## src/design/swp_pkg.sv

```systemverilog
// shared types and codes for the stack with positional insert and delete
package swp_pkg;

	localparam int WORD_W = 32;
	localparam int POS_W  = 8;
	localparam int CNT_W  = 8;
	localparam int FANIN  = 8;

	typedef enum logic [1:0] {
		FUNC_PUSH   = 2'd0,
		FUNC_POP    = 2'd1,
		FUNC_INSERT = 2'd2,
		FUNC_DELETE = 2'd3
	} func_t;

	typedef enum logic [1:0] {
		ST_OK     = 2'd0,
		ST_FULL   = 2'd1,
		ST_EMPTY  = 2'd2,
		ST_BADPOS = 2'd3
	} status_t;

	typedef enum logic [1:0] {
		CELL_HOLD = 2'd0,
		CELL_INS  = 2'd1,
		CELL_DEL  = 2'd2
	} cell_mode_t;

	typedef struct packed {
		cell_mode_t         mode;
		logic [WORD_W-1:0]  value;
	} cell_ctrl_t;

endpackage

```

## src/design/swp_cell.sv

```systemverilog
// one storage cell of the chain: holds one entry and shifts with its neighbors
module swp_cell
	import swp_pkg::*;
#(
	parameter int IDX_W = 7,
	parameter int IDX   = 0
) (
	input  logic              clk,
	input  cell_ctrl_t        ctrl,
	input  logic [IDX_W-1:0]  slot,
	input  logic [WORD_W-1:0] prev_entry,
	input  logic [WORD_W-1:0] next_entry,
	output logic [WORD_W-1:0] entry,
	output logic [WORD_W-1:0] leaf
);

	localparam logic [IDX_W-1:0] MY_IDX = IDX_W'(IDX);

	logic [WORD_W-1:0] entry_q;
	logic              above;
	logic              hit;

	assign above = MY_IDX > slot;
	assign hit   = MY_IDX == slot;

	always_ff @(posedge clk) begin
		unique case (ctrl.mode)
			CELL_INS: begin
				if (above) begin
					entry_q <= prev_entry;
				end else if (hit) begin
					entry_q <= ctrl.value;
				end
			end
			CELL_DEL: begin
				if (above || hit) begin
					entry_q <= next_entry;
				end
			end
			default: ;
		endcase
	end

	// the cell being removed drives its old word into the readout tree
	assign leaf  = (ctrl.mode == CELL_DEL && hit) ? entry_q : '0;
	assign entry = entry_q;

endmodule

```

## config.mk

```make
export PLATFORM = sky130hd
export DESIGN_NAME = swp_cell
export DESIGN_NICKNAME = d
export VERILOG_FILES = /design/src/design/swp_pkg.sv /design/src/design/swp_cell.sv
export SDC_FILE = /design/constraint.sdc
export NUM_CORES = 1
export LEC_CHECK = 0
export BUFFER_PORTS_ARGS = -buffer_cell sky130_fd_sc_hd__buf_2
export CAP_MARGIN = 20
export CORE_ASPECT_RATIO = 1.25
export CORE_MARGIN = 2
export CORE_UTILIZATION = 39
export CTS_CLUSTER_DIAMETER = 80
export DETAILED_ROUTE_END_ITERATION = 6
export PLACE_DENSITY = 0.93
export SLEW_MARGIN = 10
export SYNTH_ARGS = -nofsm -noshare
export SYNTH_HDL_FRONTEND = slang
export SYNTH_SLANG_ARGS = --single-unit
```

## constraint.sdc

```tcl
create_clock -name clk -period 4.5 [get_ports clk]
set_clock_uncertainty 0.1 [all_clocks]
set_input_delay 0.225 -clock clk [delete_from_list [all_inputs] [get_ports clk]]
set_output_delay 0.225 -clock clk [all_outputs]
set_load 0.02 [all_outputs]
```

==> run_results.csv <==
group,metric,value,unit
logic_synthesis,synth_ff_type,"edfxtp_1",
run_status,outcome,"finished, final reports clean",
worst_setup_path,cp-start-kind,"input port",
final_layout,nFillCells,443,
final_layout,utilization,55.27,%
logic_synthesis,postSynth.asyncResetShare,0,%
clock_network,clkSinkCount,32,
logic_synthesis,ys.warnings.count,0,
logic_synthesis,netlist_area,0.002008,mm2
placed_design,place_congestion,0.7849,
die,row_count,29,
clock_network,cts_tree,"yes",
sta,setup_violations,0,
final_layout,largest_register_ffs,32,
logic_synthesis,synth_area_leaders,"edfxtp_1 (48%), mux2_2 (17%), nor4_2 (16%)",
clock_network,ctsHoldBuffers,0,
logic_synthesis,synth_nets,255,
worst_setup_path,required,4180,ps
power_and_ir_drop,seqPwrFrac,53.2,%
power_and_ir_drop,powerDensity,225.6,mW/mm2
logic_synthesis,syn_inst,149,
power_and_ir_drop,swShare,22.25,%
logic_synthesis,ys_seq_area_share,47.85,%
worst_setup_path,arrival,1770,ps
sta,rsz0062_at_grt,"no",
global_routing,grt_pass1_vias,1581,
final_layout,final_net_count,386,
route,routedWlPerCell,14.55,um
final_layout,diodes,0,
sta,finalCritPeriodShare,46.47,%
logic_synthesis,ys_ff_latch,32,
sta,relSlewSlack,30.42,%
clock_network,clk_path_buf_depth,2,
min_path,hp-class,"in2reg",
worst_setup_path,path_class,"in2out",
power_and_ir_drop,power_frac_clock,32.8,%
global_routing,grt_pass1_wl,7362,um
placed_design,hpwl,3747,um
sta,tns,0,ps
route,drt_iter0_drc,31,
clock_network,cts-root-buf,"clkbuf_8",
power_and_ir_drop,ir_drop,0.1480,mV
global_routing,grt_overflow,0,
die,die_w,68.18,um
power_and_ir_drop,leakage,1.259,nW
global_routing,grt_start_max_net_pins,34,
worst_setup_path,cp-end-kind,"output port",
logic_synthesis,synth_edf_count,32,
clock_network,cts_buffers,5,
global_routing,track_usage,17.47,%
placed_design,io_buffer_count,137,
die,ios,170,
sta,fmax,478.2,MHz
sta,drv_slew,0,
route,drtAntennaViolNets,0,
route,drc,0,
die,start_util,40.10,%
logic_synthesis,synth_top_area_share,47.85,%
sta,hold_viol_final,0,
final_layout,areaGrowthSynthToFinish,37.82,%
clock_network,cts_resized,0,
route,via_per_inst,4.764,
global_routing,antenna_found_initial,0,
sta,tightest_slew,1044,ps
route,dr.pass1.iters,4,
die,dieArea,0.005743,mm2
logic_synthesis,synth_common_cells,"edfxtp_1 (32), inv_1 (32), mux2_2 (30)",
power_and_ir_drop,p_comb_share,14.0,%
clock_network,cts_setup_buffers,0,
sta,fin_crit,2091,ps
logic_synthesis,syn_avg_cell_area,13.48,um2
final_layout,drive_gt1_share,74.02,%
power_and_ir_drop,switchingPower,0.1390,mW
route,routed_wirelength,4989,um
worst_setup_path,path_max_fanout,33,
power_and_ir_drop,cell_internal_pwr,0.4855,mW
run,drv_cap,0,
logic_synthesis,synth_cell_type_count,19,
route,vias,1634,
clock_network,cts.htree.levels,2,
clock_network,clk_pin_slew,70,ps
die,chipHeight,84.23,um
logic_synthesis,synth_top_area_cell,"edfxtp_1",
die,design.core.area,0.005007,mm2
==> stage by stage <==
stage	std cells	instance area, um2	hold WS [ps]	power [mW]	worst slack [ps]
2_1_floorplan	149	2008	325.9	0.3907	653.3
3_3_place_gp	335	2688	425.6	0.4230	2291
3_5_place_dp	335	2688	419.9	0.4264	2253
4_1_cts	343	2768	131.4	0.6328	2414
5_1_grt	343	2768	124.9	0.6538	2351
6_report	343	2768	140.0	0.6245	2409
==> layer usage <==
layer  vias to the layer above  track usage (%)  part of all wire, %
li1                        793                -                    -
met1                       755            17.76                   35
met2                        77            32.66                   57
met3                         9            3.887                  6.3
met4                         0            7.273                  2.0
met5                         -                0                    0
==> worst max-delay path: stages <==
cell and delay, ps:
buf_2 90, or3_2 890, nor4_1 330, buf_2 230
==> power by group through the flow <==
| stage | Combinational (mW) | Clock [mW] | Sequential [mW] |
|---|---|---|---|
| finish | 0.0873 | 0.205 | 0.332 |
| global route | 0.0950 | 0.227 | 0.332 |
| CTS | 0.0887 | 0.212 | 0.332 |
| global placement | 0.0846 | 0 | 0.338 |
| floorplan | 0.0506 | 0 | 0.340 |
| detailed placement | 0.0880 | 0 | 0.338 |
==> final timing paths <==
kind	from	endpoint	slack, ps	cells past startpoint
max	slot[3]	leaf[31]	2410	4
min	ctrl[6]	entry[6]	140	2
==> layout by cell type, fill, tap and decap left out, drive strengths merged <==
cell type,instances
inv,32
edfxtp,32
nand2b,1
buf,139
nor2b,1
mux2,32
or3,1
or4,1
clkinv,1
xnor2,1
clkbuf,7
nor3,1
nor4,32
==> kinds of logic (layout without fill, tap and decap cells) <==
logic type | after synthesis | count (layout) | share of synthesized area [%]
xor+xnor | 1 | 1 | 0.4362
buf+inv | 47 | 179 | 11.71
simple gates | 37 | 37 | 22.06
flops | 32 | 32 | 47.85
mux | 32 | 32 | 17.94
==> area by class of cell <==
class	count	area [um2]	share of cell area, %
Sequential cell	32	960.9	34.72
Multi-Input combinational cell	70	828.3	29.93
Timing Repair Buffer	139	700.7	25.32
Inverter	32	120.1	4.340
Tap cell	62	77.57	2.803
Clock buffer	7	76.32	2.758
Clock inverter	1	3.754	0.1356
Note: power is estimated with default switching activity, not from simulation.
